`src/rtl/core/rdrl_pkg.sv`:
```
// rdrl_pkg: shared types and constants for the request dedup rate limiter
// no dependencies; imported by rdrl_ctrl, rdrl_dpath and the top level
`default_nettype none

package rdrl_pkg;

    // recent-id ring geometry
    localparam int ID_DEPTH = 16;
    localparam int IDX_W    = (ID_DEPTH > 1) ? $clog2(ID_DEPTH) : 1;
    // width that holds both a ring age and the ids_kept register
    localparam int AGE_W    = ((IDX_W > 5) ? IDX_W : 5) + 1;

    // field widths
    localparam int ID_W     = 32;
    localparam int TIME_W   = 48;
    localparam int COUNT_W  = 17;
    localparam int STRIKE_W = 3;
    localparam int CFG_IDX_W  = 8;
    localparam int CFG_DATA_W = 32;

    // limiter constants
    localparam logic [COUNT_W-1:0]  COUNT_MAX    = '1;
    localparam logic [STRIKE_W-1:0] STRIKE_MAX   = '1;
    localparam logic [STRIKE_W-1:0] STRIKE_LIMIT = 3'd3;

    // configuration register indexes
    localparam logic [CFG_IDX_W-1:0] CFG_WINDOW_TICKS   = 8'd0;
    localparam logic [CFG_IDX_W-1:0] CFG_MAX_PER_WINDOW = 8'd1;
    localparam logic [CFG_IDX_W-1:0] CFG_BLOCK_TICKS    = 8'd2;
    localparam logic [CFG_IDX_W-1:0] CFG_IDS_KEPT       = 8'd3;

    // configuration reset values
    localparam logic [31:0] RST_WINDOW_TICKS   = 32'd1000;
    localparam logic [15:0] RST_MAX_PER_WINDOW = 16'd10;
    localparam logic [31:0] RST_BLOCK_TICKS    = 32'd1000;
    localparam logic [4:0]  RST_IDS_KEPT       = 5'd16;

    // verdict codes
    localparam logic [1:0] VERDICT_ACCEPT  = 2'd0;
    localparam logic [1:0] VERDICT_DUP     = 2'd1;
    localparam logic [1:0] VERDICT_LIMITED = 2'd2;

    // commands from controller to datapath
    typedef struct packed {
        logic load_in;  // capture input transfer
        logic eval;     // register the compare results
        logic commit;   // update limiter state and load result
    } ctl_cmd_t;

endpackage

`default_nettype wire

```
`src/rtl/core/rdrl_ctrl.sv`:
```
// rdrl_ctrl: sequencing state machine and output valid tracking
// depends on rdrl_pkg
`default_nettype none

module rdrl_ctrl
(
    input  wire logic              clk,
    input  wire logic              rst_n,
    input  wire logic              in_valid,
    output      logic              in_ready,
    output      logic              out_valid,
    input  wire logic              out_ready,
    output      rdrl_pkg::ctl_cmd_t cmd
);
    import rdrl_pkg::*;

    typedef enum logic [2:0] {
        ST_IDLE   = 3'b001,
        ST_EVAL   = 3'b010,
        ST_COMMIT = 3'b100
    } state_t;

    state_t state_reg;
    state_t state_next;
    logic   out_valid_reg;
    logic   out_valid_next;
    logic   commit;
    logic   load;

    // result may be loaded when the output register is empty or draining
    assign commit   = (state_reg == ST_COMMIT) && (!out_valid_reg || out_ready);
    assign in_ready = (state_reg == ST_IDLE) || commit;
    assign load     = in_valid && in_ready;

    assign cmd.load_in = load;
    assign cmd.eval    = (state_reg == ST_EVAL);
    assign cmd.commit  = commit;
    assign out_valid   = out_valid_reg;

    // next state
    always_comb
    begin
        state_next = state_reg;
        case (state_reg)
            ST_IDLE:
            begin
                if (load)
                begin
                    state_next = ST_EVAL;
                end
            end
            ST_EVAL:
            begin
                state_next = ST_COMMIT;
            end
            ST_COMMIT:
            begin
                if (commit)
                begin
                    state_next = load ? ST_EVAL : ST_IDLE;
                end
            end
            default:
            begin
                state_next = ST_IDLE;
            end
        endcase
    end

    // output valid: set on commit, cleared on transfer
    always_comb
    begin
        if (commit)
        begin
            out_valid_next = 1'b1;
        end
        else if (out_ready)
        begin
            out_valid_next = 1'b0;
        end
        else
        begin
            out_valid_next = out_valid_reg;
        end
    end

    always_ff @(posedge clk or negedge rst_n)
    begin
        if (!rst_n)
        begin
            state_reg     <= ST_IDLE;
            out_valid_reg <= 1'b0;
        end
        else
        begin
            state_reg     <= state_next;
            out_valid_reg <= out_valid_next;
        end
    end

endmodule

`default_nettype wire

```
`src/rtl/core/rdrl_dpath.sv`:
```
// rdrl_dpath: config registers, recent-id ring, window limiter and result register
// depends on rdrl_pkg; driven by rdrl_ctrl commands
`default_nettype none

module rdrl_dpath
(
    input  wire logic                                 clk,
    input  wire logic                                 rst_n,
    input  wire rdrl_pkg::ctl_cmd_t                   cmd,
    input  wire logic signed [rdrl_pkg::ID_W-1:0]     request_id,
    input  wire logic        [rdrl_pkg::TIME_W-1:0]   now_ticks,
    input  wire logic                                 cfg_we,
    input  wire logic        [rdrl_pkg::CFG_IDX_W-1:0]  cfg_index,
    input  wire logic        [rdrl_pkg::CFG_DATA_W-1:0] cfg_data,
    output      logic        [1:0]                    verdict,
    output      logic signed [rdrl_pkg::ID_W-1:0]     echo_id
);
    import rdrl_pkg::*;

    // configuration
    logic [31:0] win_ticks_reg;
    logic [15:0] max_win_reg;
    logic [31:0] blk_ticks_reg;
    logic [4:0]  ids_kept_reg;

    // captured request
    logic signed [ID_W-1:0] req_id_reg;
    logic [TIME_W-1:0]      now_reg;

    // limiter state
    logic [TIME_W-1:0]   win_start_reg, win_start_next;
    logic [COUNT_W-1:0]  win_count_reg, win_count_next;
    logic [STRIKE_W-1:0] strikes_reg, strikes_next;
    logic [TIME_W-1:0]   blk_until_reg, blk_until_next;

    // recent-id ring
    logic [ID_W-1:0]     ring_reg [ID_DEPTH];
    logic [ID_DEPTH-1:0] ring_vld_reg, ring_vld_next;
    logic [IDX_W-1:0]    head_reg, head_next;

    // evaluation stage results
    logic              dup_reg, dup_next;
    logic              blocked_reg, blocked_next;
    logic              expired_reg, expired_next;
    logic [TIME_W-1:0] until_reg, until_next;

    // result register
    logic [1:0]             verdict_reg, verdict_next;
    logic signed [ID_W-1:0] echo_reg;

    logic [TIME_W-1:0]   elapsed;
    logic [TIME_W:0]     until_sum;
    logic                hit;
    logic [STRIKE_W-1:0] strikes_a;
    logic [STRIKE_W-1:0] strikes_b;
    logic [COUNT_W-1:0]  count_a;
    logic [COUNT_W-1:0]  count_b;
    logic                admit;
    logic [AGE_W-1:0]    age;

    // ring lookup over all valid entries
    always_comb
    begin
        hit = 1'b0;
        for (int i = 0; i < ID_DEPTH; i++)
        begin
            if (ring_vld_reg[i] && (ring_reg[i] == req_id_reg))
            begin
                hit = 1'b1;
            end
        end
    end

    // stage one: duplicate, block and window expiry checks
    always_comb
    begin
        elapsed      = now_reg - win_start_reg;
        dup_next     = (req_id_reg == '0) || req_id_reg[ID_W-1] || hit;
        blocked_next = now_reg < blk_until_reg;
        expired_next = (win_ticks_reg == '0)
                    || ((now_reg >= win_start_reg) && (elapsed >= TIME_W'(win_ticks_reg)));
        until_sum    = {1'b0, now_reg} + (TIME_W + 1)'(blk_ticks_reg);
        until_next   = until_sum[TIME_W] ? '1 : until_sum[TIME_W-1:0];
    end

    // stage two: limiter update and verdict
    always_comb
    begin
        win_start_next = win_start_reg;
        win_count_next = win_count_reg;
        strikes_next   = strikes_reg;
        blk_until_next = blk_until_reg;
        admit          = 1'b0;

        // window restart settles the strike count from the old window
        if (expired_reg)
        begin
            if (win_count_reg > COUNT_W'(max_win_reg))
            begin
                strikes_a = (strikes_reg == STRIKE_MAX) ? STRIKE_MAX : strikes_reg + 1'b1;
            end
            else
            begin
                strikes_a = '0;
            end
            count_a = '0;
        end
        else
        begin
            strikes_a = strikes_reg;
            count_a   = win_count_reg;
        end
        count_b   = (count_a == COUNT_MAX) ? COUNT_MAX : count_a + 1'b1;
        strikes_b = (strikes_a == STRIKE_MAX) ? STRIKE_MAX : strikes_a + 1'b1;

        if (dup_reg)
        begin
            verdict_next = VERDICT_DUP;
        end
        else if (blocked_reg)
        begin
            verdict_next = VERDICT_LIMITED;
        end
        else
        begin
            if (expired_reg)
            begin
                win_start_next = now_reg;
            end
            win_count_next = count_b;
            if (count_b <= COUNT_W'(max_win_reg))
            begin
                admit        = 1'b1;
                strikes_next = strikes_a;
                verdict_next = VERDICT_ACCEPT;
            end
            else
            begin
                verdict_next = VERDICT_LIMITED;
                // three strikes start a block
                if (strikes_b >= STRIKE_LIMIT)
                begin
                    blk_until_next = until_reg;
                    strikes_next   = '0;
                end
                else
                begin
                    strikes_next = strikes_b;
                end
            end
        end
    end

    // ring push with trimming by age against ids_kept
    always_comb
    begin
        head_next     = (head_reg == IDX_W'(ID_DEPTH - 1)) ? '0 : head_reg + 1'b1;
        ring_vld_next = ring_vld_reg;
        for (int i = 0; i < ID_DEPTH; i++)
        begin
            if (AGE_W'(head_reg) >= AGE_W'(i))
            begin
                age = AGE_W'(head_reg) - AGE_W'(i);
            end
            else
            begin
                age = AGE_W'(head_reg) + AGE_W'(ID_DEPTH) - AGE_W'(i);
            end
            ring_vld_next[i] = ((IDX_W'(i) == head_reg) || ring_vld_reg[i])
                            && (age < AGE_W'(ids_kept_reg));
        end
    end

    // configuration writes
    always_ff @(posedge clk or negedge rst_n)
    begin
        if (!rst_n)
        begin
            win_ticks_reg <= RST_WINDOW_TICKS;
            max_win_reg   <= RST_MAX_PER_WINDOW;
            blk_ticks_reg <= RST_BLOCK_TICKS;
            ids_kept_reg  <= RST_IDS_KEPT;
        end
        else if (cfg_we)
        begin
            case (cfg_index)
                CFG_WINDOW_TICKS:   win_ticks_reg <= cfg_data;
                CFG_MAX_PER_WINDOW: max_win_reg   <= cfg_data[15:0];
                CFG_BLOCK_TICKS:    blk_ticks_reg <= cfg_data;
                CFG_IDS_KEPT:       ids_kept_reg  <= cfg_data[4:0];
                default:            ;
            endcase
        end
    end

    // limiter and ring control state
    always_ff @(posedge clk or negedge rst_n)
    begin
        if (!rst_n)
        begin
            win_start_reg <= '0;
            win_count_reg <= '0;
            strikes_reg   <= '0;
            blk_until_reg <= '0;
            ring_vld_reg  <= '0;
            head_reg      <= '0;
        end
        else if (cmd.commit)
        begin
            win_start_reg <= win_start_next;
            win_count_reg <= win_count_next;
            strikes_reg   <= strikes_next;
            blk_until_reg <= blk_until_next;
            if (admit)
            begin
                ring_vld_reg <= ring_vld_next;
                head_reg     <= head_next;
            end
        end
    end

    // payload registers
    always_ff @(posedge clk)
    begin
        if (cmd.load_in)
        begin
            req_id_reg <= request_id;
            now_reg    <= now_ticks;
        end
        if (cmd.eval)
        begin
            dup_reg     <= dup_next;
            blocked_reg <= blocked_next;
            expired_reg <= expired_next;
            until_reg   <= until_next;
        end
        if (cmd.commit)
        begin
            verdict_reg <= verdict_next;
            echo_reg    <= req_id_reg;
            if (admit)
            begin
                ring_reg[head_reg] <= req_id_reg;
            end
        end
    end

    assign verdict = verdict_reg;
    assign echo_id = echo_reg;

endmodule

`default_nettype wire

```
`src/rtl/core/request_dedup_rate_limiter.sv`:
```
// request admission filter: replay rejection plus fixed-window rate limiter
// flow: the input is captured, then looked up, then the limiter is updated and the result
// loaded; that commit waits while a result is held unread. A new request is taken only
// while idle or in the commit step; the limiter state read-modify-write sets that limit
// reset: rst_n clears limiter state, ring valid bits and head; config returns
// to defaults; no clearing pass, in_ready is high as soon as reset is released
`default_nettype none

module request_dedup_rate_limiter
(
    input  wire logic                                  clk,
    input  wire logic                                  rst_n,
    input  wire logic                                  in_valid,
    output      logic                                  in_ready,
    input  wire logic signed [rdrl_pkg::ID_W-1:0]      request_id,
    input  wire logic        [rdrl_pkg::TIME_W-1:0]    now_ticks,
    output      logic                                  out_valid,
    input  wire logic                                  out_ready,
    output      logic        [1:0]                     verdict,
    output      logic signed [rdrl_pkg::ID_W-1:0]      echo_id,
    input  wire logic                                  cfg_valid,
    output      logic                                  cfg_ready,
    input  wire logic        [rdrl_pkg::CFG_IDX_W-1:0]  cfg_index,
    input  wire logic        [rdrl_pkg::CFG_DATA_W-1:0] cfg_data
);
    import rdrl_pkg::*;

    ctl_cmd_t cmd;

    // config writes are always taken
    assign cfg_ready = 1'b1;

    rdrl_ctrl u_ctrl
    (
        .clk       (clk),
        .rst_n     (rst_n),
        .in_valid  (in_valid),
        .in_ready  (in_ready),
        .out_valid (out_valid),
        .out_ready (out_ready),
        .cmd       (cmd)
    );

    rdrl_dpath u_dpath
    (
        .clk        (clk),
        .rst_n      (rst_n),
        .cmd        (cmd),
        .request_id (request_id),
        .now_ticks  (now_ticks),
        .cfg_we     (cfg_valid),
        .cfg_index  (cfg_index),
        .cfg_data   (cfg_data),
        .verdict    (verdict),
        .echo_id    (echo_id)
    );

endmodule

`default_nettype wire
```
`config.mk`:
```
export PLATFORM = sky130hd
export DESIGN_NAME = request_dedup_rate_limiter
export DESIGN_NICKNAME = d
export VERILOG_FILES = /design/src/rtl/core/rdrl_pkg.sv /design/src/rtl/core/rdrl_ctrl.sv /design/src/rtl/core/rdrl_dpath.sv /design/src/rtl/core/request_dedup_rate_limiter.sv
export SDC_FILE = /design/constraint.sdc
export NUM_CORES = 2
export LEC_CHECK = 0
export ABC_AREA = 1
export BUFFER_PORTS_ARGS = -buffer_cell sky130_fd_sc_hd__buf_2
export CAP_MARGIN = 20
export CELL_PAD_IN_SITES_DETAIL_PLACEMENT = 0
export CELL_PAD_IN_SITES_GLOBAL_PLACEMENT = 1
export CORE_UTILIZATION = 45
export CTS_CLUSTER_SIZE = 25
export DETAILED_ROUTE_END_ITERATION = 6
export MAX_ROUTING_LAYER = met4
export PLACE_DENSITY_LB_ADDON = 0.1
export SLEW_MARGIN = 10
export SYNTH_ARGS = -nofsm -noshare
export SYNTH_HDL_FRONTEND = slang
export SYNTH_SLANG_ARGS = --single-unit
```
`constraint.sdc`:
```
create_clock -name clk -period 7.37 [get_ports clk]
set_clock_uncertainty 0.15 [all_clocks]
set_input_delay 1.1055 -clock clk [delete_from_list [all_inputs] [get_ports clk]]
set_output_delay 1.1055 -clock clk [all_outputs]
set_load 0.05 [all_outputs]
```
Yosys cells after proc, flatten, opt, wreduce, memory -nomap -nowiden
Memory sizes are Yosys's and may differ from the RTL's. Cells that the tools add are included.

Register bits after elaboration: 390. Bits in writable memories: 512. Output and inout bits: 37. Word-level logic and storage cells: 266. Memories: 1.

Memory list: u_dpath.ring_reg (words 16, width 32, read ports 16, clocked after memory_dff 0, write ports 1, RTL line rdrl_dpath.sv:37) `logic [ID_W-1:0] ring_reg [ID_DEPTH];`.

Add/subtract/negate cells: 37. Order comparisons: 37. Equality and inequality tests: 43. Mux-type cells: 54. Bitwise operators: 3. Reduce and logical (&&, ||, !) cells: 71.

Operators by type and width (number): $eq 32x32->1 (16); $lt 6x5->1 (15); $mux 6 (15); $logic_not 32->1 (2); $add 48x32->49 (1); $ge 48x32->1 (1); $ge 48x48->1 (1); $lt 48x48->1 (1); $sub 48x48->48 (1); $sub 6x4->6 const B (8); $sub 4x4->5 const B (8); $logic_and 1x1->1 (35); $mux 17 (2); $eq 4x4->1 const A (8); $ge 4x4->1 const B (8); $mux 1 (24); $mux 3 (8); $sub 6x3->6 const B (4); $logic_or 1x1->1 (21); $sub 4x3->5 const B (4); $add 17x1->17 const B (1); $eq 17x17->1 const B (1); $gt 17x16->1 (1); $le 17x16->1 (1); other kinds (34) (58).

Depth between registers and ports, before layout
An unclocked memory read counts as a cell.

Word-level depth: 20. Depth in mapped cells: 34. Gate-level depth less buffers: 30.

Modules after synthesis
From an unflattened synthesis, not the netlist that was laid out.

Cells, all modules: 4919. Area total of the unflattened synthesis: 47787.1 um^2.

Modules (own cells, without submodules): rdrl_dpath (instances 1, cells each 4882, area an instance 47524.3 um^2); rdrl_ctrl (instances 1, cells each 35, area an instance 251.5 um^2); request_dedup_rate_limiter (instances 1, cells each 2, area an instance 11.3 um^2).

Worst setup path before layout
No wires, ideal clock.

Kind: input-to-reg. Start: input out_ready. End: register u_dpath.now_reg[0] (enable). Library setup time: 0.519 ns. Arrival: 6.882 ns. Required time: 6.701 ns. Path slack: -0.181 ns. Cell stages on the path: 6. Cell sequence: nor2_1 > nor2_1 > inv_1 > nand2_1 > inv_1 > nor2_1.

Cells in the longest elaborated chain, start to end: 4.

Ends and longest elaborated chain: from (decl) (RTL line request_dedup_rate_limiter.sv:18) `input wire logic out_ready,`; $logic_or 1x1->1 (RTL line rdrl_ctrl.sv:31) `assign commit = (state_reg == ST_COMMIT) && (!out_valid_reg || out_ready);`; $logic_and 1x1->1 (RTL line rdrl_ctrl.sv:31); net u_ctrl.commit (RTL line rdrl_ctrl.sv:27) `logic commit;`; $logic_or 1x1->1 (RTL line rdrl_ctrl.sv:32) `assign in_ready = (state_reg == ST_IDLE) || commit;`; net in_ready (RTL line request_dedup_rate_limiter.sv:14) `output logic in_ready,`; $logic_and 1x1->1 (RTL line rdrl_ctrl.sv:33) `assign load = in_valid && in_ready;`; net u_ctrl.load (RTL line rdrl_ctrl.sv:28) `logic load;`; to (signal assigned) (RTL line rdrl_dpath.sv:228) `now_reg <= now_ticks;`; to (decl) (RTL line rdrl_dpath.sv:28) `logic [TIME_W-1:0] now_reg;`.

The timed path passes the listed nets, and every way through them passes these cells. A chain may end at the register's enable or synchronous reset.

Worst setup path in the final report
Start: register u_dpath.expired_reg. End: memory u_dpath.ring_reg[13][8] (enable).

Cells in the longest elaborated chain, start to end: 10. Elaborated cells between the ends (all ways): 11.

Ends and longest elaborated chain: from (decl) (RTL line rdrl_dpath.sv:44) `logic expired_reg, expired_next;`; from (signal assigned) (RTL line rdrl_dpath.sv:234) `expired_reg <= expired_next;`; $mux 17 (*) (RTL line rdrl_dpath.sv:96) `if (expired_reg)`; $add 17x1->17 or $eq 17x17->1 (tied branches) (RTL line rdrl_dpath.sv:113) `count_b = (count_a == COUNT_MAX) ? COUNT_MAX : count_a + 1'b1;`; $mux 17 (*) (RTL line rdrl_dpath.sv:113); net u_dpath.count_b[10] (RTL line rdrl_dpath.sv:57) `logic [COUNT_W-1:0] count_b;`; $le 17x16->1 (*) (RTL line rdrl_dpath.sv:131) `if (count_b <= COUNT_W'(max_win_reg))`; $mux 1 (*) (RTL line rdrl_dpath.sv:131); $mux 1 (*) (RTL line rdrl_dpath.sv:120) `else if (blocked_reg)`; $mux 1 (*) (RTL line rdrl_dpath.sv:116) `if (dup_reg)`; $mux 1 (*) (RTL line rdrl_dpath.sv:241) `if (admit)`; $mux 1 (*) (RTL line rdrl_dpath.sv:237) `if (cmd.commit)`; $mux 1 (implied by the code) (*) (RTL line rdrl_dpath.sv:243) `ring_reg[head_reg] <= req_id_reg;`; to (decl) (RTL line rdrl_dpath.sv:37).

Mark *: on every way through the listed nets, which the timed path passes. The rest lies on a longest branch.

==> results.json <==
{
  "p_total_uw": 17600,
  "numCtsBuffers": 100,
  "dp_slack_ns": 1.37,
  "viasPerCell": 5.45,
  "antenna_found_initial": 2,
  "setup_violations": 0,
  "cts_sinks": 902,
  "yosysTopAreaCellShare": 0.432,
  "report.final.slew_viol_count": 0,
  "dp_cells": 6317,
  "ys_types": 61,
  "grt_max_degree": 103,
  "insertion_delay_ns": 0.70,
  "synthArstFlopShare": 0.249,
  "grt_first_pass_wirelength_um": 221000,
  "dr.pass1.iters": 5,
  "wl_um": 148000,
  "multi_input_area_um2": 18500,
  "finish.utilization": 0.512,
  "rows": 118,
  "critPathLaunchType": "flop",
  "setup_slack_ns": 1.45,
  "cts_hold_buf": 0,
  "critPathBufInv": 3,
  "slowest_delay_ns": 0.58,
  "finish.net_count": 5433,
  "start_util": 0.454,
  "cpLargestDelayFamily": "simple AND/OR/NAND/NOR gates",
  "p_per_area_nw_per_um2": 332,
  "yosysSeqAreaShare": 0.552,
  "required_ns": 7.60,
  "grt_busiest_layer": "met2",
  "hold_class": "primary input to async pin",
  "fmax_mhz": 169,
  "drive_above_1_share": 0.106,
  "wl_per_cell_um": 22.8,
  "fin_setup_tns_ns": 0,
  "core_um2": 104000,
  "io_buffers": 160,
  "synth_seq_cells": 902,
  "cts_resized": 0,
  "synth_area_leader_cell": "edfxtp_1",
  "largest_register_ffs": 512,
  "ant_nets": 0,
  "leakage_uw": 0.0219,
  "clockBufferDepth": 3,
  "area.growth.synth_to_final_pct": 12.8,
  "crit_arrival_ns": 6.15,
  "avgSynthCellArea_um2": 9.73,
  "clk_pin_slew_ns": 0.06,
  "grt_util_met1": 0.356,
  "synth_area_leaders": "edfxtp_1 43%, dfrtp_1 11%, nand2_1 8.5%",
  "die_h_um": 325,
  "globalRouteTotalUtil": 0.288,
  "slowest_stage": "nor2_4",
  "slew_headroom": 0.111,
  "dieArea_um2": 106000,
  "met2_usage": 0.490,
  "synth-edff-count": 677,
  "ctsRootBufferMaster": "clkbuf_16",
  "synth_area_um2": 47100,
  "synthCells": 4841,
  "io_pins": 162,
  "crit_top_cell": "nand2_1",
  "ys.flop_type": "edfxtp_1",
  "cts_tree": "yes",
  "vias": 35454,
  "ir_worst_vdd_v": 0.000229,
  "period_share": 0.803,
  "post-route-drc-count": 0,
  "rsz0062_at_grt": "false",
  "period_minus_slack_ns": 5.92,
  "die_w_um": 325,
  "grtUsageMet3": 0.0316,
  "synth_nets": 5235,
  "htree_levels": 3,
  "finalWeightedCongestion": 0.923,
  "path_class": "flop to flop",
  "dp_hpwl_um": 102000,
  "yosysWarningCount": 0,
  "worst_pin_slew_ns": 1.32,
  "regArea_um2": 26000,
  "hold_viol": 0,
  "critPathMaxFanout": 23,
  "fill_cells": 9707,
  "timing.max_cap.violations": 0,
  "yosysMostFrequentCell": "nand2_1",
  "gr-total-overflow": 0,
  "post_cts_buffers": 0,
  "first_global_vias": 34853,
  "status": "complete, no violations",
  "critPathCaptureType": "flop",
  "synth_common_cells": "1071 x nand2_1, 677 x edfxtp_1, 579 x inv_1",
  "drtIter0Drc": 2817,
  "final_cells": 6507
}
==> logic make-up (layout without fill, tap and decap cells) <==
logic type / count (synthesis) / in the layout / synth area share
and+or+nand+nor: 1856 / 1856 / 0.168
AOI/OAI and AO/OA: 917 / 917 / 0.117
DFF: 902 / 902 / 0.552
buffers and inverters: 726 / 1011 / 0.0590
adders and majority gates: 269 / 269 / 0.0718
xor gates and xnor gates: 169 / 169 / 0.0314
other: 2 / 3 / 0.000160
==> cell usage in the layout (no fill, tap or decap), drive strengths merged, types with 23 or more instances in the layout <==
| master | n |
|---|---|
| a211oi | 40 |
| a21oi | 215 |
| a221oi | 50 |
| a22o | 60 |
| buf | 234 |
| clkbuf | 140 |
| clkinv | 45 |
| dfrtp | 209 |
| edfxtp | 677 |
| ha | 267 |
| inv | 582 |
| nand2 | 1075 |
| nand3 | 142 |
| nand4 | 63 |
| nor2 | 332 |
| nor3 | 57 |
| nor4 | 71 |
| o21ai | 341 |
| o21bai | 23 |
| o22ai | 86 |
| or2 | 97 |
| xnor2 | 92 |
| xor2 | 77 |
==> area by class of cell <==
type                       count  area share
clock buffer                 140      0.0530
inverter                     588      0.0416
antenna                        1   0.0000471
clock inverter                49     0.00943
sequential                   902       0.489
timing repair buffer         234      0.0264
multi-input combinational   3213       0.348
tap                         1380      0.0325
==> report_power, final <==
| part | switching [uW] | internal [uW] | leakage (uW) |
|---|---|---|---|
| sequential | 346 | 6140 | 0.00898 |
| combinational | 4150 | 1960 | 0.0113 |
| clock | 2110 | 2890 | 0.00162 |
==> stage by stage <==
step,hold slack [ns],instance area [um^2]
finish,0.220,53100
global route,0.237,53100
CTS,0.246,53100
detailed placement,0.275,49800
global placement,0.271,49800
floorplan,0.268,47100
==> worst paths after layout <==
path	slack, ns	depth (start not counted)	end	start
max in group asynchronous	5.61	2	u_dpath.blk_ticks_reg[17]$_DFFE_PN0P_	rst_n
worst max register to register	1.45	28	u_dpath.ring_reg[13][8]$_DFFE_PP_	u_dpath.expired_reg$_DFFE_PP_
worst max-delay path	1.45	28	u_dpath.ring_reg[13][8]$_DFFE_PP_	u_dpath.expired_reg$_DFFE_PP_
worst min-delay path	0.22	1	u_dpath.ring_vld_reg[5]$_DFFE_PN0P_	rst_n
min in group clk	0.29	2	u_dpath.blk_until_reg[2]$_DFFE_PN0P_	u_dpath.until_reg[2]$_SDFFCE_PP1P_
worst min register to register	0.29	2	u_dpath.blk_until_reg[2]$_DFFE_PN0P_	u_dpath.until_reg[2]$_SDFFCE_PP1P_
==> worst register-to-register path: cells and delay by family (launching register included) <==
| family | cells | cell delay (ns) |
|---|---|---|
| AOI/OAI and AO/OA | 2 | 0.25 |
| and+or+nand+nor | 21 | 3.43 |
| buffers and inverters | 3 | 0.74 |
| adders and majority gates | 2 | 0.47 |
| DFF | 1 | 0.57 |
==> metal layers <==
layer  share of wire  vias up
met3           0.047      282
met2            0.49      992
met4           0.038        0
met1            0.42    17032
met5               0        -
li1                -    17148
No activity file was read; power rests on OpenSTA's default activity.
